File: src/hw/rtl/sb64_pkg.sv
// Shared types, constants and the character decode function for the base64 key decoder.
`default_nettype none

package sb64_pkg;

    // Character codes with a meaning of their own.
    localparam logic [7:0] SB64_CHAR_PAD   = 8'h3D;
    localparam logic [7:0] SB64_CHAR_PLUS  = 8'h2B;
    localparam logic [7:0] SB64_CHAR_SLASH = 8'h2F;
    localparam logic [7:0] SB64_CHAR_UC_A  = 8'h41;
    localparam logic [7:0] SB64_CHAR_UC_Z  = 8'h5A;
    localparam logic [7:0] SB64_CHAR_LC_A  = 8'h61;
    localparam logic [7:0] SB64_CHAR_LC_Z  = 8'h7A;
    localparam logic [7:0] SB64_CHAR_NUM_0 = 8'h30;
    localparam logic [7:0] SB64_CHAR_NUM_9 = 8'h39;

    // Digit values of the two symbol characters.
    localparam logic [5:0] SB64_DIGIT_PLUS  = 6'd62;
    localparam logic [5:0] SB64_DIGIT_SLASH = 6'd63;

    // Saturation points of the character and byte counters.
    localparam logic [9:0] SB64_IN_SAT  = 10'h3FF;
    localparam logic [8:0] SB64_OUT_SAT = 9'h1FF;

    // Default limit on the decoded size of one key.
    localparam int SB64_MAX_OUT_BYTES = 250;

    // Decoder state that persists from one character to the next.
    typedef struct packed {
        logic [5:0] left_bits;
        logic [2:0] left_cnt;
        logic       pad_seen;
        logic [1:0] pad_cnt;
        logic [9:0] in_cnt;
        logic [8:0] out_cnt;
        logic       err;
    } t_sb64_state;

    // Decoded character: a 6-bit digit and a flag for characters outside the alphabet.
    typedef struct packed {
        logic       invalid;
        logic [5:0] value;
    } t_sb64_digit;

    function automatic t_sb64_digit sb64_digit(input logic [7:0] c);
        t_sb64_digit d;
        d.invalid = 1'b0;
        d.value   = 6'd0;
        if (c >= SB64_CHAR_UC_A && c <= SB64_CHAR_UC_Z) begin
            d.value = 6'(c - SB64_CHAR_UC_A);
        end else if (c >= SB64_CHAR_LC_A && c <= SB64_CHAR_LC_Z) begin
            // 'a' maps to 26.
            d.value = 6'(c - (SB64_CHAR_LC_A - 8'd26));
        end else if (c >= SB64_CHAR_NUM_0 && c <= SB64_CHAR_NUM_9) begin
            // '0' maps to 52.
            d.value = 6'(c + (8'd52 - SB64_CHAR_NUM_0));
        end else if (c == SB64_CHAR_PLUS) begin
            d.value = SB64_DIGIT_PLUS;
        end else if (c == SB64_CHAR_SLASH) begin
            d.value = SB64_DIGIT_SLASH;
        end else begin
            d.invalid = 1'b1;
        end
        return d;
    endfunction

endpackage

`default_nettype wire

File: src/hw/rtl/sb64_in_if.sv
// Request channel that carries one encoded character and its end-of-string flag.
`default_nettype none

interface sb64_in_if;
    logic       valid;
    logic       ready;
    logic [7:0] char_code;
    logic       last_char;

    modport source (output valid, output char_code, output last_char, input ready);
    modport sink   (input valid, input char_code, input last_char, output ready);
endinterface

`default_nettype wire

File: src/hw/rtl/sb64_out_if.sv
// Result channel that carries a decoded byte and the end-of-string verdict.
`default_nettype none

interface sb64_out_if;
    logic       valid;
    logic       ready;
    logic [7:0] data_byte;
    logic       byte_valid;
    logic       done_res;
    logic       status;

    modport source (output valid, output data_byte, output byte_valid,
                    output done_res, output status, input ready);
    modport sink   (input valid, input data_byte, input byte_valid,
                    input done_res, input status, output ready);
endinterface

`default_nettype wire

File: src/hw/rtl/sb64_verdict.sv
// End-of-string checks that decide whether the whole key was canonical base64.
`default_nettype none

module sb64_verdict
    import sb64_pkg::*;
#(
    parameter int MAX_OUT_BYTES = SB64_MAX_OUT_BYTES
) (
    input  t_sb64_state i_st,
    output logic        o_bad
);

    localparam logic [8:0] MaxOut = 9'(MAX_OUT_BYTES);

    logic [1:0]  rem;
    logic [7:0]  quads;
    logic [9:0]  quads_x3;
    logic [1:0]  extra;
    logic [10:0] expected;

    always_comb begin
        rem      = i_st.in_cnt[1:0];
        quads    = i_st.in_cnt[9:2];
        quads_x3 = {2'b00, quads} + {1'b0, quads, 1'b0};
        case (rem)
            2'd2:    extra = 2'd1;
            2'd3:    extra = 2'd2;
            default: extra = 2'd0;
        endcase
        // A negative expected size wraps to a large value and so never matches.
        expected = {1'b0, quads_x3} + {9'd0, extra} - {9'd0, i_st.pad_cnt};

        o_bad = i_st.err
             || (i_st.in_cnt == SB64_IN_SAT)
             || (rem == 2'd1)
             || (i_st.pad_cnt != 2'd0 && rem != 2'd0)
             || (i_st.pad_cnt == 2'd1 && i_st.left_cnt != 3'd2)
             || (i_st.pad_cnt == 2'd2 && i_st.left_cnt != 3'd4)
             || (i_st.left_cnt != 3'd0 && i_st.left_bits != 6'd0)
             || ({2'b00, i_st.out_cnt} != expected)
             || (i_st.out_cnt == 9'd0)
             || (i_st.out_cnt > MaxOut);
    end

endmodule

`default_nettype wire

File: src/hw/rtl/strict_base64_key_decoder.sv
// Top level of the strict base64 key decoder: request register, decode logic and result register.
//
// The decoder takes one character of a standard base64 string per request and
// returns exactly one result per request, one request per clock when the result
// side keeps taking results. A request is held in an input register, decoded by
// one shallow level of logic (alphabet lookup, 12-bit accumulator, counters and
// the end-of-string checks) and written to a result register. A result is
// offered only after its request has moved from the input register into
// the result register and can be taken from there. The input register and
// the result register each hold one item, so while a result waits the block
// still takes one more request and only then stalls its request side. Each
// completed byte is shown with byte_valid on the result of the character that
// completed it. The result of the character flagged last_char carries done_res
// and the verdict in status (1 for a string that is not canonical base64 or
// whose decoded size is zero, inconsistent with its length, or above
// MAX_OUT_BYTES). Bytes are shown before the verdict, so the consumer must drop
// the bytes of a string whose verdict is an error; once an error has been seen,
// no further bytes are shown for that string. After the last character all
// decoder state returns to its reset value.
`default_nettype none

module strict_base64_key_decoder
    import sb64_pkg::*;
#(
    parameter int MAX_OUT_BYTES = SB64_MAX_OUT_BYTES
) (
    input  logic              i_clk,
    input  logic              i_rst_n,
    sb64_in_if.sink           i_char_if,
    sb64_out_if.source        o_res_if
);

    // Input register.
    logic        r_in_valid;
    logic [7:0]  r_in_char;
    logic        r_in_last;

    // Result register.
    logic        r_out_valid;
    logic [7:0]  r_out_byte;
    logic        r_out_bvalid;
    logic        r_out_done;
    logic        r_out_status;

    // Decoder state carried from character to character.
    t_sb64_state r_st;
    t_sb64_state n_st;
    t_sb64_state upd_st;

    logic        advance;
    logic        take;

    t_sb64_digit dig;
    logic [11:0] acc;
    logic [3:0]  cnt_sum;
    logic [2:0]  cnt_new;
    logic [11:0] acc_shift;
    logic [7:0]  n_byte;
    logic        n_bvalid;
    logic        verdict_bad;

    // The held request moves into the result register whenever that register
    // is empty or its result is being taken in this cycle.
    assign advance = r_in_valid && (!r_out_valid || o_res_if.ready);

    // The input register takes a new request when it is empty or is emptied now.
    assign i_char_if.ready = i_rst_n && (!r_in_valid || advance);
    assign take            = i_char_if.valid && i_char_if.ready;

    // Decode of one character against the current state.
    always_comb begin
        upd_st    = r_st;
        dig       = sb64_digit(r_in_char);
        acc       = {r_st.left_bits, dig.value};
        cnt_sum   = {1'b0, r_st.left_cnt} + 4'd6;
        cnt_new   = cnt_sum[2:0];
        acc_shift = 12'd0;
        n_byte    = 8'd0;
        n_bvalid  = 1'b0;

        if (r_st.in_cnt != SB64_IN_SAT) begin
            upd_st.in_cnt = r_st.in_cnt + 10'd1;
        end

        if (r_in_char == SB64_CHAR_PAD) begin
            upd_st.pad_seen = 1'b1;
            if (r_st.pad_cnt == 2'd2) begin
                upd_st.err = 1'b1;
            end else begin
                upd_st.pad_cnt = r_st.pad_cnt + 2'd1;
            end
        end else if (r_st.pad_seen || dig.invalid) begin
            // A digit after padding, or a character outside the alphabet.
            upd_st.err = 1'b1;
        end else begin
            if (cnt_sum[3]) begin
                // At least eight bits are ready: the top eight form a byte.
                cnt_new   = 3'(cnt_sum - 4'd8);
                acc_shift = acc >> cnt_new;
                n_byte    = acc_shift[7:0];
                n_bvalid  = 1'b1;
                if (r_st.out_cnt != SB64_OUT_SAT) begin
                    upd_st.out_cnt = r_st.out_cnt + 9'd1;
                end
            end
            upd_st.left_bits = acc[5:0] & ~(6'h3F << cnt_new);
            upd_st.left_cnt  = cnt_new;
        end

        // After an error no byte goes out.
        if (upd_st.err) begin
            n_byte   = 8'd0;
            n_bvalid = 1'b0;
        end

        // The last character closes the string and starts a fresh one.
        n_st = r_in_last ? '0 : upd_st;
    end

    sb64_verdict #(
        .MAX_OUT_BYTES (MAX_OUT_BYTES)
    ) u_verdict (
        .i_st  (upd_st),
        .o_bad (verdict_bad)
    );

    always_ff @(posedge i_clk) begin
        if (!i_rst_n) begin
            r_in_valid  <= 1'b0;
            r_out_valid <= 1'b0;
            r_st        <= '0;
        end else begin
            if (take) begin
                r_in_valid <= 1'b1;
            end else if (advance) begin
                r_in_valid <= 1'b0;
            end

            if (advance) begin
                r_out_valid <= 1'b1;
                r_st        <= n_st;
            end else if (o_res_if.ready) begin
                r_out_valid <= 1'b0;
            end
        end
    end

    // Payload registers need no reset.
    always_ff @(posedge i_clk) begin
        if (take) begin
            r_in_char <= i_char_if.char_code;
            r_in_last <= i_char_if.last_char;
        end
        if (advance) begin
            r_out_byte   <= n_byte;
            r_out_bvalid <= n_bvalid;
            r_out_done   <= r_in_last;
            r_out_status <= r_in_last && verdict_bad;
        end
    end

    assign o_res_if.valid      = r_out_valid;
    assign o_res_if.data_byte  = r_out_byte;
    assign o_res_if.byte_valid = r_out_bvalid;
    assign o_res_if.done_res   = r_out_done;
    assign o_res_if.status     = r_out_status;

endmodule

`default_nettype wire

File: src/flat_wrapper.sv
// flat-port wrapper written by rule: the top's interface ports become plain ports
module strict_base64_key_decoder_flat import sb64_pkg::*;
#(
    parameter int MAX_OUT_BYTES = SB64_MAX_OUT_BYTES
)
  (i_clk, i_rst_n, i_char_if_valid, i_char_if_char_code, i_char_if_last_char, i_char_if_ready, o_res_if_valid, o_res_if_data_byte, o_res_if_byte_valid, o_res_if_done_res, o_res_if_status, o_res_if_ready);
  sb64_in_if i_char_if_i ();
  sb64_out_if o_res_if_i ();
  input  logic i_clk;
  input  logic i_rst_n;
  input wire logic [$bits(i_char_if_i.valid)-1:0] i_char_if_valid;
  input wire logic [$bits(i_char_if_i.char_code)-1:0] i_char_if_char_code;
  input wire logic [$bits(i_char_if_i.last_char)-1:0] i_char_if_last_char;
  output wire logic [$bits(i_char_if_i.ready)-1:0] i_char_if_ready;
  output wire logic [$bits(o_res_if_i.valid)-1:0] o_res_if_valid;
  output wire logic [$bits(o_res_if_i.data_byte)-1:0] o_res_if_data_byte;
  output wire logic [$bits(o_res_if_i.byte_valid)-1:0] o_res_if_byte_valid;
  output wire logic [$bits(o_res_if_i.done_res)-1:0] o_res_if_done_res;
  output wire logic [$bits(o_res_if_i.status)-1:0] o_res_if_status;
  input wire logic [$bits(o_res_if_i.ready)-1:0] o_res_if_ready;
  assign i_char_if_i.valid = i_char_if_valid;
  assign i_char_if_i.char_code = i_char_if_char_code;
  assign i_char_if_i.last_char = i_char_if_last_char;
  assign i_char_if_ready = i_char_if_i.ready;
  assign o_res_if_valid = o_res_if_i.valid;
  assign o_res_if_data_byte = o_res_if_i.data_byte;
  assign o_res_if_byte_valid = o_res_if_i.byte_valid;
  assign o_res_if_done_res = o_res_if_i.done_res;
  assign o_res_if_status = o_res_if_i.status;
  assign o_res_if_i.ready = o_res_if_ready;
  strict_base64_key_decoder #(.MAX_OUT_BYTES(MAX_OUT_BYTES)) u_core (.i_clk(i_clk), .i_rst_n(i_rst_n), .i_char_if(i_char_if_i), .o_res_if(o_res_if_i));
endmodule
File: config.mk
export PLATFORM = sky130hd
export DESIGN_NAME = strict_base64_key_decoder_flat
export DESIGN_NICKNAME = d
export VERILOG_FILES = /design/src/hw/rtl/sb64_pkg.sv /design/src/hw/rtl/sb64_in_if.sv /design/src/hw/rtl/sb64_out_if.sv /design/src/hw/rtl/sb64_verdict.sv /design/src/hw/rtl/strict_base64_key_decoder.sv /design/src/flat_wrapper.sv
export SDC_FILE = /design/constraint.sdc
export NUM_CORES = 1
export LEC_CHECK = 0
export ABC_AREA = 1
export BUFFER_PORTS_ARGS = -buffer_cell sky130_fd_sc_hd__buf_2
export CORE_MARGIN = 2
export CORE_UTILIZATION = 65
export CTS_CLUSTER_SIZE = 25
export DETAILED_ROUTE_END_ITERATION = 10
export PLACE_DENSITY_LB_ADDON = 0.15
export SETUP_SLACK_MARGIN = 0.1
export SYNTH_ARGS = -nofsm -noshare
export SYNTH_HDL_FRONTEND = slang
export SYNTH_HIERARCHICAL = 1
export SYNTH_SLANG_ARGS = --single-unit
export TNS_END_PERCENT = 20
File: constraint.sdc
create_clock -name i_clk -period 6.8 [get_ports i_clk]
set_input_delay 1.36 -clock i_clk [delete_from_list [all_inputs] [get_ports i_clk]]
set_output_delay 1.36 -clock i_clk [all_outputs]
set_load 0.05 [all_outputs]
==> summary.md, run 1 <==
| Metric | Value |
|---|---|
| Outcome | `finished, final reports clean` |
| Largest fanout on the critical path | `9` |
| Capture endpoint of the worst hold path | `u_core/r_st[25]` |
| Number of H-tree levels | `2` |
| Crit path required time | `approximately 6.9 ns` |
| Vias after detailed routing | `between 4,000 and 5,000` |
| Switching Share | `0.304` |
| Synth async-reset ratio | `0` |
| Total Die Area | `approximately 8000 um^2` |
| Worst Tran Pin Value | `roughly 1.0 ns` |
| Startpoint type of the worst setup path | `flop` |
| Worst min path class | `flop to flop` |
| Delay of the slowest cell on the worst path | `slightly above 0.5 ns` |
| Crit. Startpoint | `u_core/r_st[10]` |
| Final slew viol count | `0` |
| Reg clk slew, reported paths | `0.10 ns` |
| Initial DRC Count | `between 200 and 250` |
| Proportion of power drawn by combinational gates | `0.184` |
| Most common library cell in the layout ignoring fill and taps | `sky130_fd_sc_hd__nand2_1` |
| Hold depth | `2` |
| Most area-hungry cell type in the Yosys netlist | `sky130_fd_sc_hd__nand2_1` |
| Core Area | `a little over 7000 um^2` |
| CTS tree | `built` |
| CP most frequent cell | `sky130_fd_sc_hd__nand2_1` |
| Data arrival time of the critical path | `approximately 4.6 ns` |
| Most frequent cells in the layout | `sky130_fd_sc_hd__nand2_1, sky130_fd_sc_hd__inv_1, sky130_fd_sc_hd__nor2_1` |
| Number of inserted filler cells in the final layout | `~650` |
| Number of nets in the layout | `around 800` |
| Area fraction in compound gates after synthesis | `0.101` |
| DRC viols | `0` |
| Io pins | `26` |
| Cell leakage power | `2.41 nW` |
| Flip-flop cell with the highest count after synthesis | `sky130_fd_sc_hd__dfxtp_1` |
| Largest net degree at the start of global routing | `33` |
| Cell at the root of the clock tree | `sky130_fd_sc_hd__clkbuf_8` |
| Setup CP Type | `flop to flop` |
| Reg2Reg Setup Slack | `2.26 ns` |
| Number of CTS-inserted buffers | `5` |
| Type of element capturing the critical path | `flop` |
| Insertion delay to the later sink of the worst-skew pair | `~0.31 ns` |
| Total gr overflow | `0` |
| Count of antenna diodes in the layout | `0` |
| Clock net sink count | `between 50 and 60` |
| RePlAce Congestion | `approximately 0.93` |
| Net switching power | `between 0.15 and 0.2 mW` |
| Critical R2R Launch | `u_core/r_st[10]` |
| Number of hold violations in the final report | `0` |
| Cell Rows | `31` |
| Final Instance Area | `around 5100 um^2` |
| Count of buffers added by post-CTS timing repair for setup | `0` |
| Maximum clock frequency | `0.220 GHz` |
| Final clock period utilization by the worst path | `0.668` |
| Wire length of the first global-routing pass | `between 15,000 and 20,000 um` |
| Setup Skew | `0.00989 ns` |
| Internal power of the cells | `0.455 mW` |
| Slew Limit Headroom | `0.302` |
| Die width | `90.0 um` |
| Adder and majority gate portion of the synthesized area | `0.129` |
| Gate count after technology mapping | `725` |
| Xor and xnor area share after synthesis | `0.0419` |
| Setup ws final | `around 2.3 ns` |
| Total wire length after detailed routing | `11,100 um` |
| Power share of the clock group | `0.289` |
| Portion of total power attributed to sequential cells | `0.527` |
| Estimated wirelength of the detail-placed design | `8720 um` |
| Terminus of the critical flop-to-flop path | `u_core/o_res_if.status` |
| Die height | `approximately 90 um` |
| Number of port buffers | `25` |
| Largest family of logic cells by synthesized area | `simple AND/OR/NAND/NOR gates` |
| Final ANT Viol Nets | `0` |
| Max cap viols | `0` |
| Count of final setup violators | `0` |
| Simple-gate share of the synthesized area | `0.353` |
| Most area-consuming cells after synthesis | `sky130_fd_sc_hd__nand2_1, sky130_fd_sc_hd__dfxtp_1, sky130_fd_sc_hd__edfxtp_1` |
| Average wire length per cell after detail routing | `between 10 and 15 um` |
| Hold buffers post-CTS | `0` |
| PD cells | `129 nW/um^2` |
| Post-synthesis sequential element count | `between 50 and 60` |
| Worst setup timing slack at the placement stage | `about 2.3 ns` |
| Mux contribution to synthesized area | `0.00417` |
| Fraction of final layout cells with drive strength greater than 1 | `0.0981` |
| Post-placement cell area | `4980 um^2` |
| Number of synthesis warnings | `6` |
| Library cells used by synthesis | `45` |
| Synthesis-to-finish area growth | `5.71%` |
| Setup repair after global routing missed its margin | `no` |
| Clock period minus final worst setup slack | `about 4.5 ns` |
| Post-synthesis area per instance | `approximately 6.6 um^2` |
| Worst-case reg-to-reg path depth | `23` |
| Setup TNS Final | `0 ns` |
| Detail-routed via count per cell | `~5.5` |
| Effective utilization at floorplan | `0.666` |
| CP Cell Sequence | `ha_1 > nand2_1 > nor3b_2 > nand3_2 > nand4_1 > nor2_1 > a21oi_1 > inv_1 > fa_1 > fa_1 > inv_1 > ha_1 > fa_1 > nand2_1 > nand2_1 > nand3_1 > nand2_1 > nor2_1 > nand3_1 > nor2_1 > nand3_1 > nand2_1 > inv_1` |
| Number of global-route vias before repair | `around 4,700` |
| Maximum clock path buffer count | `2` |
| Number of antenna violations at the first check in global routing | `0` |
| Count of flip-flops with a built-in enable after synthesis | `20` |
| Mapped Area | `between 4000 and 5000 um^2` |
| Launch instance of the worst min-delay path | `u_core/r_st[25]` |
| Crit path max-delay cell type | `sky130_fd_sc_hd__fa_1` |
| DRT Pass-1 Iters | `7` |
| All-layer global routing usage | `0.289` |
| Area share of the largest cell type after synthesis | `0.176` |
| Share of the yosys chip area belonging to registers | `0.263` |
| Worst voltage drop across the vdd grid | `around 85 uV` |
| CTS-repair resized insts | `0` |
-- synthesized netlist by cell type (2+ instances only) --
cell type,count
sky130_fd_sc_hd__mux2i_1,2
sky130_fd_sc_hd__buf_6,2
sky130_fd_sc_hd__buf_2,3
sky130_fd_sc_hd__inv_1,109
sky130_fd_sc_hd__xnor2_1,7
sky130_fd_sc_hd__nand4_4,2
sky130_fd_sc_hd__ha_1,43
sky130_fd_sc_hd__edfxtp_1,20
sky130_fd_sc_hd__nand2_2,8
sky130_fd_sc_hd__nand3_2,7
sky130_fd_sc_hd__fa_1,4
sky130_fd_sc_hd__clkbuf_1,9
sky130_fd_sc_hd__o21ai_0,14
sky130_fd_sc_hd__xor2_1,16
sky130_fd_sc_hd__nand2_4,2
sky130_fd_sc_hd__nand4_1,5
sky130_fd_sc_hd__nor3_1,3
sky130_fd_sc_hd__nand2_1,225
sky130_fd_sc_hd__o21ai_2,4
sky130_fd_sc_hd__buf_4,2
sky130_fd_sc_hd__nand3_1,51
sky130_fd_sc_hd__o21ai_1,6
sky130_fd_sc_hd__or2_2,4
sky130_fd_sc_hd__a21oi_1,53
sky130_fd_sc_hd__o211ai_1,3
sky130_fd_sc_hd__a211oi_1,2
sky130_fd_sc_hd__nand3b_1,4
sky130_fd_sc_hd__o21a_1,2
sky130_fd_sc_hd__nor4_1,2
sky130_fd_sc_hd__nor2_2,2
sky130_fd_sc_hd__inv_2,5
sky130_fd_sc_hd__dfxtp_1,33
sky130_fd_sc_hd__nor2_1,59
-- registers in the layout, indices dropped and copies added (netlist names) --
name and count:
u_core/acc 6, u_core/r_in_char 8, u_core/o_res_if.done_res 1, u_core/r_st 25, u_core/r_in_valid 1, u_core/o_res_if.status 1, u_core/o_res_if.valid 1, u_core/o_res_if.data_byte 8
u_core/o_res_if.byte_valid 1, u_core/r_in_last 1
-- metal layers --
layer / up-vias / GRT usage / share of wire
li1: 2322 / - / -
met1: 2056 / 0.308 / 0.40
met2: 164 / 0.544 / 0.50
met3: 56 / 0.0402 / 0.044
met4: 0 / 0.160 / 0.048
met5: - / 0 / 0
-- worst max-delay path by stage --
stage	to	slack [ns]	cells past startpoint
floorplan	u_core/o_res_if.status	2.73	23
global placement	u_core/o_res_if.status	2.52	23
detailed placement	u_core/o_res_if.status	2.34	23
CTS	u_core/o_res_if.status	2.31	23
global route	u_core/o_res_if.status	1.92	23
finish	u_core/o_res_if.status	2.26	23
-- power by group through the flow --
stage / logic, mW / registers [mW] / clock network (mW)
2_1_floorplan: 0.0825 / 0.361 / 0
3_3_place_gp: 0.115 / 0.352 / 0
3_5_place_dp: 0.118 / 0.352 / 0
4_1_cts: 0.119 / 0.345 / 0.194
5_1_grt: 0.134 / 0.346 / 0.205
6_report: 0.120 / 0.345 / 0.189
-- kinds of logic (layout without fill, tap and decap cells) --
logic type / Yosys count / in the layout
adder cells (fa/ha/maj): 47 / 47
AND/OR/NAND/NOR: 380 / 380
XOR/XNOR: 23 / 23
buffers and inverters: 131 / 149
other: 1 / 2
AO/OA/AOI/OAI: 88 / 88
multiplexers: 2 / 2
flip-flops: 53 / 53
-- critical path: cells and delay by family (launching register included) --
kind,cells,cell delay (ns)
flops,1,0.44
compound gates,1,0.19
fa+ha+maj,5,1.84
buf+inv,3,0.19
simple gates,14,1.66
-- cell type report --
class	count	area [um^2]	share of cell area
repair buffers	27	140	0.0276
clock inverters	2	13.8	0.00271
multi-input cells	542	3030	0.596
well taps	99	124	0.0244
clock buffers	6	82.6	0.0163
flip-flops and latches	53	1260	0.248
inverters	114	428	0.0843
-- through the flow --
| stage | instances | power, mW | hold slack, ns | util |
|---|---|---|---|---|
| after floorplan | 726 | 0.443 | 0.445 | - |
| after global placement | 835 | 0.467 | 0.453 | 0.690 |
| after detailed placement | 835 | 0.470 | 0.464 | 0.690 |
| after CTS | 843 | 0.657 | 0.479 | 0.704 |
| after global routing | 843 | 0.686 | 0.515 | 0.704 |
| final | 843 | 0.654 | 0.480 | 0.704 |
Power figures use the tool's default switching activity.
==> inputs of run 2 (changes only) <==
- CORE_UTILIZATION: 65 -> 63
- clock period: 6.8 -> 4.2 ns (I/O delays scaled with it)
==> run 2 against run 1 <==
Effect of this change: total power is 67% higher; global-route usage is 0.55 points lower; core utilization is 2.7 points higher; critical endpoint unchanged; setup slack worse by 2.2 ns; first-iteration DRC count is 28% higher.
==> summary.md, run 2 (synthesis results as in run 1) <==
| Metric | Value |
|---|---|
| Maximum clock path buffer count | `2` |
| Setup CP Type | `flop to flop` |
| Total Die Area | `around 8300 um^2` |
| Number of nets in the layout | `between 800 and 900` |
| Estimated wirelength of the detail-placed design | `around 9000 um` |
| Number of H-tree levels | `2` |
| Slew Limit Headroom | `0.266` |
| CP Cell Sequence | `ha_4 > nand2_4 > nor3b_4 > nand3_2 > nand4_1 > nor2_1 > a21oi_2 > inv_2 > fa_1 > fa_1 > inv_1 > ha_2 > fa_2 > nor2_1 > nor2_1 > nand3_1 > nor2_1 > nand3_1 > nor2_1 > nand3_1 > nand2_1 > inv_1` |
| Core Area | `~7300 um^2` |
| Die height | `about 91 um` |
| Count of final setup violators | `0` |
| Die width | `a little over 90 um` |
| Worst voltage drop across the vdd grid | `approximately 140 uV` |
| Setup ws final | `0.104 ns` |
| Number of CTS-inserted buffers | `5` |
| Effective utilization at floorplan | `0.655` |
| CP most frequent cell | `sky130_fd_sc_hd__nor2_1` |
| Io pins | `26` |
| Most frequent cells in the layout | `sky130_fd_sc_hd__nand2_1, sky130_fd_sc_hd__inv_1, sky130_fd_sc_hd__nor2_1` |
| Total gr overflow | `0` |
| Delay of the slowest cell on the worst path | `roughly 0.55 ns` |
| Number of port buffers | `25` |
| Worst min path class | `flop to flop` |
| Worst Tran Pin Value | `around 1.1 ns` |
| Setup Skew | `approximately 0.0046 ns` |
| Initial DRC Count | `roughly 300` |
| Number of global-route vias before repair | `4,462` |
| Final Instance Area | `about 5400 um^2` |
| Largest fanout on the critical path | `4` |
| Vias after detailed routing | `approximately 4,800` |
| Number of cells in the design after placement | `between 800 and 900` |
| Wire length of the first global-routing pass | `a little under 20,000 um` |
| PD cells | `just over 200 nW/um^2` |
| Worst setup timing slack at the placement stage | `-0.000815 ns` |
| Number of flip-flops in the largest register | `25` |
| Most common library cell in the layout ignoring fill and taps | `sky130_fd_sc_hd__nand2_1` |
| DRC viols | `0` |
| Post-layout total power | `~1.1 mW` |
| Synthesis-to-finish area growth | `11.5%` |
| Average wire length per cell after detail routing | `around 13 um` |
| Setup repair after global routing missed its margin | `yes` |
| Final slew viol count | `0` |
| Fraction of final layout cells with drive strength greater than 1 | `0.153` |
| Number of hold violations in the final report | `0` |
| Total wire length after detailed routing | `approximately 12,000 um` |
| Clock net sink count | `53` |
| DRT Pass-1 Iters | `5` |
| Insertion delay to the later sink of the worst-skew pair | `between 0.3 and 0.4 ns` |
| Max cap viols | `0` |
| Top delay family on crit path | `adder cells` |
| Crit path required time | `~4.3 ns` |
| Data arrival time of the critical path | `4.18 ns` |
| Cell leakage power | `between 2 and 3 nW` |
| Outcome | `finished, final reports clean` |
| Final ANT Viol Nets | `0` |
| Final Instance Count excl. Fillers | `868` |
| Count of antenna diodes in the layout | `0` |
| Final clock period utilization by the worst path | `0.975` |
| RePlAce Congestion | `roughly 0.97` |
| Startpoint type of the worst setup path | `flop` |
| Detail-routed via count per cell | `roughly 5.5` |
| Type of element capturing the critical path | `flop` |
| Cell at the root of the clock tree | `sky130_fd_sc_hd__clkbuf_8` |
| CTS tree | `built` |
| Largest Register | `u_core/r_st` |
| Largest net degree at the start of global routing | `33` |
| Post-placement cell area | `5090 um^2` |
| Number of antenna violations at the first check in global routing | `0` |
| All-layer global routing usage | `0.283` |
| Crit path max-delay cell type | `sky130_fd_sc_hd__fa_2` |
| Maximum clock frequency | `roughly 0.24 GHz` |
| Clock period minus final worst setup slack | `a little over 4 ns` |
| Hold buffers post-CTS | `0` |
| Reg clk slew, reported paths | `0.10 ns` |
| Buffers and inverters on the worst path | `3` |
| Cell Rows | `31` |
| Final hold slack | `between 0.4 and 0.5 ns` |
run 2: worst paths after layout:
kind / startpoint / end / slack [ns] / depth (start not counted)
setup / recovery: u_core/r_st[11] / u_core/o_res_if.status / 0.10 / 22
hold / removal: u_core/r_st[25] / u_core/r_st[25] / 0.47 / 2
setup reg to reg: u_core/r_st[11] / u_core/o_res_if.status / 0.10 / 22
hold reg to reg: u_core/r_st[25] / u_core/r_st[25] / 0.47 / 2
run 2: routing by layer:
layer	track usage	vias up	routed length (um)
met4	0.0833	0	288
met2	0.528	168	5920
met3	0.0324	36	620
met1	0.340	2180	4800
met5	0	-	0
li1	-	2372	-
run 2: area by class of cell:
| type | count | area [um^2] |
|---|---|---|
| Clock buffer | 6 | 93.8 |
| Multi-Input combinational cell | 542 | 3100 |
| Clock inverter | 2 | 16.3 |
| Timing Repair Buffer | 52 | 328 |
| Tap cell | 99 | 124 |
| Inverter | 114 | 428 |
| Sequential cell | 53 | 1270 |
| Fill cell | 585 | 1980 |
run 2: power breakdown:
| group | internal [mW] | leakage (nW) | total, mW | switching [mW] |
|---|---|---|---|---|
| combinational | 0.0609 | 2.06 | 0.205 | 0.144 |
| sequential | 0.546 | 0.454 | 0.554 | 0.00830 |
| clock | 0.155 | 0.0525 | 0.334 | 0.180 |
run 2: worst reg2reg max path, stage by stage (launching register included):
cell,delay (ns)
sky130_fd_sc_hd__dfxtp_2,0.37
sky130_fd_sc_hd__ha_4,0.16
sky130_fd_sc_hd__nand2_4,0.06
sky130_fd_sc_hd__nor3b_4,0.25
sky130_fd_sc_hd__nand3_2,0.16
sky130_fd_sc_hd__nand4_1,0.15
sky130_fd_sc_hd__nor2_1,0.08
sky130_fd_sc_hd__a21oi_2,0.17
sky130_fd_sc_hd__inv_2,0.07
sky130_fd_sc_hd__fa_1,0.45
sky130_fd_sc_hd__fa_1,0.49
sky130_fd_sc_hd__inv_1,0.04
sky130_fd_sc_hd__ha_2,0.20
sky130_fd_sc_hd__fa_2,0.55
sky130_fd_sc_hd__nor2_1,0.04
sky130_fd_sc_hd__nor2_1,0.10
sky130_fd_sc_hd__nand3_1,0.08
sky130_fd_sc_hd__nor2_1,0.10
sky130_fd_sc_hd__nand3_1,0.08
sky130_fd_sc_hd__nor2_1,0.10
sky130_fd_sc_hd__nand3_1,0.08
sky130_fd_sc_hd__nand2_1,0.07
sky130_fd_sc_hd__inv_1,0.04
run 2: repair_timing:
action,in CTS,in global routing
pin swaps,2,16
gates cloned,0,0
buffers inserted,7,3
resized for setup,3,20
endpoints found under the setup margin,1,1
run 2: per-stage QoR:
stage           TNS (ns)  utilization
5_1_grt          -0.0704        0.731
3_3_place_gp           0        0.695
2_1_floorplan          0            -
6_report               0        0.731
3_5_place_dp   -0.000815        0.695
4_1_cts                0        0.718
==> inputs of run 3 (changes only) <==
- CORE_ASPECT_RATIO: default -> 1.5
==> run 3 against run 2 <==
Effect of this change: count of clock-buffer cells in the layout is 1 lower; clock skew is 0.0043 ns higher; non-clock buffer count is 2 higher; final area is 1.1% higher; highest routed layer unchanged; clock power is 25% higher; sequential cell count stayed put; worst hold slack better by 0.0018 ns; sequential power hardly changed; sequential share of layout area is 0.27 points lower; core utilization is 1.0 points lower; wire length is 3.8% higher.
==> summary.md, run 3 (synthesis results as in run 1) <==
| Metric | Value |
|---|---|
| Largest fanout on the critical path | `4` |
| Core Util, Final | `0.720` |
| Vias after detailed routing | `about 4,700` |
| Cell Rows | `39` |
| CTS tree | `built` |
| Maximum clock path buffer count | `2` |
| Insertion delay to the later sink of the worst-skew pair | `~0.30 ns` |
| Max cap viols | `0` |
| Wire length of the first global-routing pass | `19,700 um` |
| Number of antenna violations at the first check in global routing | `0` |
| RePlAce Congestion | `0.940` |
| Launch instance of the worst min-delay path | `u_core/r_st[25]` |
| Number of H-tree levels | `2` |
| Worst min path class | `flop to flop` |
| Fraction of final layout cells with drive strength greater than 1 | `0.154` |
| DRC viols | `0` |
| Core Area | `7510 um^2` |
| Total gr overflow | `0` |
| Clock period minus final worst setup slack | `approximately 4.2 ns` |
| Initial DRC Count | `~280` |
| Number of hold violations in the final report | `0` |
| Count of antenna diodes in the layout | `0` |
| Most frequent cells in the layout | `sky130_fd_sc_hd__nand2_1, sky130_fd_sc_hd__inv_1, sky130_fd_sc_hd__nor2_1` |
| Number of CTS-inserted buffers | `5` |
| Number of flip-flops in the largest register | `25` |
| Number of global-route vias before repair | `4,635` |
| Estimated wirelength of the detail-placed design | `about 9100 um` |
| Effective utilization at floorplan | `0.639` |
| Io pins | `26` |
| Footprint of the flip-flops and latches | `approximately 1300 um^2` |
| Total wire length after detailed routing | `~12,000 um` |
| Die height | `111 um` |
| Multi-input gate area in the final layout | `3100 um^2` |
| Average wire length per cell after detail routing | `13.8 um` |
| PD cells | `218 nW/um^2` |
| Critical R2R Launch | `u_core/r_st[11]` |
| Data arrival time of the critical path | `between 4 and 5 ns` |
| Setup repair after global routing missed its margin | `yes` |
| Number of nets in the layout | `830` |
| Synthesis-to-finish area growth | `12.7%` |
| Crit. Startpoint | `u_core/r_st[11]` |
| Post-layout total power | `between 1 and 1.5 mW` |
| Outcome | `finished, final reports clean` |
| Clock net sink count | `53` |
| Cell at the root of the clock tree | `sky130_fd_sc_hd__clkbuf_16` |
| Most common library cell in the layout ignoring fill and taps | `sky130_fd_sc_hd__nand2_1` |
| Type of element capturing the critical path | `flop` |
| Detail-routed via count per cell | `approximately 5.4` |
| Reg clk slew, reported paths | `0.07 ns` |
| Slew Limit Headroom | `0.275` |
| Worst Tran Pin Value | `roughly 1.1 ns` |
| Largest net degree at the start of global routing | `33` |
| Setup CP Type | `flop to flop` |
| DRT Pass-1 Iters | `5` |
| Maximum clock frequency | `~0.24 GHz` |
| Crit path required time | `~4.3 ns` |
| Die width | `75.3 um` |
| Final slew viol count | `0` |
| Worst voltage drop across the vdd grid | `around 160 uV` |
| Startpoint type of the worst setup path | `flop` |
| Setup Skew | `0.00886 ns` |
| Final clock period utilization by the worst path | `0.993` |
| Number of port buffers | `25` |
| Count of final setup violators | `0` |
| Number of inserted filler cells in the final layout | `approximately 640` |
| Final ANT Viol Nets | `0` |
| Cell leakage power | `approximately 2.6 nW` |
| Largest Register | `u_core/r_st` |
| Total Die Area | `about 8400 um^2` |
| All-layer global routing usage | `0.300` |
run 3: cell types whose count changed in the layout (fill, tap and decap cells not counted), moves of 3 or more:
cell	previous run	this run
sky130_fd_sc_hd__clkbuf_8	5	0
sky130_fd_sc_hd__nor2_2	2	7
sky130_fd_sc_hd__nor2_1	59	54
sky130_fd_sc_hd__ha_2	3	0
sky130_fd_sc_hd__clkbuf_16	1	5
sky130_fd_sc_hd__ha_1	38	41
run 3: power breakdown:
| group | internal (mW) | leakage [nW] | switching, mW |
|---|---|---|---|
| combinational | 0.0631 | 2.07 | 0.147 |
| clock | 0.221 | 0.0621 | 0.197 |
| sequential | 0.546 | 0.454 | 0.00708 |
| total | 0.830 | 2.59 | 0.352 |
run 3: per-layer routing:
metal	vias up	GRT usage	wire (um)
met4	0	0.173	625
met5	-	0	0
met3	52	0.0364	487
met1	2138	0.294	4300
met2	145	0.563	6670
li1	2376	-	-
run 3: critical path, cell delays in order (launching register included):
cell,delay [ns]
sky130_fd_sc_hd__dfxtp_2,0.36
sky130_fd_sc_hd__ha_4,0.16
sky130_fd_sc_hd__nand2_4,0.07
sky130_fd_sc_hd__nor3b_4,0.26
sky130_fd_sc_hd__nand3_2,0.14
sky130_fd_sc_hd__nand4_1,0.16
sky130_fd_sc_hd__nor2_2,0.05
sky130_fd_sc_hd__a21oi_2,0.14
sky130_fd_sc_hd__inv_2,0.06
sky130_fd_sc_hd__fa_1,0.49
sky130_fd_sc_hd__fa_1,0.51
sky130_fd_sc_hd__inv_2,0.05
sky130_fd_sc_hd__ha_4,0.17
sky130_fd_sc_hd__fa_1,0.50
sky130_fd_sc_hd__nand2_1,0.11
sky130_fd_sc_hd__nand2_1,0.08
sky130_fd_sc_hd__nor2_2,0.10
sky130_fd_sc_hd__nand3_2,0.08
sky130_fd_sc_hd__nor2_2,0.10
sky130_fd_sc_hd__nand3_1,0.07
sky130_fd_sc_hd__nor2_1,0.11
sky130_fd_sc_hd__nand3_1,0.07
sky130_fd_sc_hd__nand2_1,0.07
sky130_fd_sc_hd__inv_1,0.04
run 3: final cells by class:
| class | count | area share |
|---|---|---|
| Clock buffer | 5 | 0.0231 |
| Clock inverter | 3 | 0.00416 |
| Inverter | 114 | 0.0791 |
| Multi-Input combinational cell | 542 | 0.573 |
| Sequential cell | 53 | 0.234 |
| Tap cell | 102 | 0.0236 |
| Timing Repair Buffer | 54 | 0.0633 |
run 3: path summary, 6_finish.rpt:
path / endpoint / slack, ns / cells after the start
setup / recovery: u_core/o_res_if.status / 0.03 / 23
hold / removal: u_core/r_st[25] / 0.47 / 2
setup reg to reg: u_core/o_res_if.status / 0.03 / 23
hold reg to reg: u_core/r_st[25] / 0.47 / 2
run 3: repair_timing:
| item | in CTS | in global routing |
|---|---|---|
| pin swaps | 1 | 15 |
| setup endpoints to repair | 1 | 1 |
| gates resized for setup | 1 | 22 |
| buffers inserted | 6 | 4 |
| gates cloned | 0 | 0 |
| hold buffers | 0 | 0 |
run 3: stage by stage:
stage | setup slack, ns | hold slack [ns] | TNS (ns) | instance area, um^2 | instances
floorplan | 0.130 | 0.445 | 0 | 4810 | 726
CTS | 0.116 | 0.470 | 0 | 5310 | 869
global route | -0.170 | 0.500 | -0.170 | 5410 | 873
finish | 0.0274 | 0.472 | 0 | 5410 | 873
global placement | 0.158 | 0.454 | 0 | 5110 | 855
detailed placement | -0.0433 | 0.459 | -0.0433 | 5110 | 855
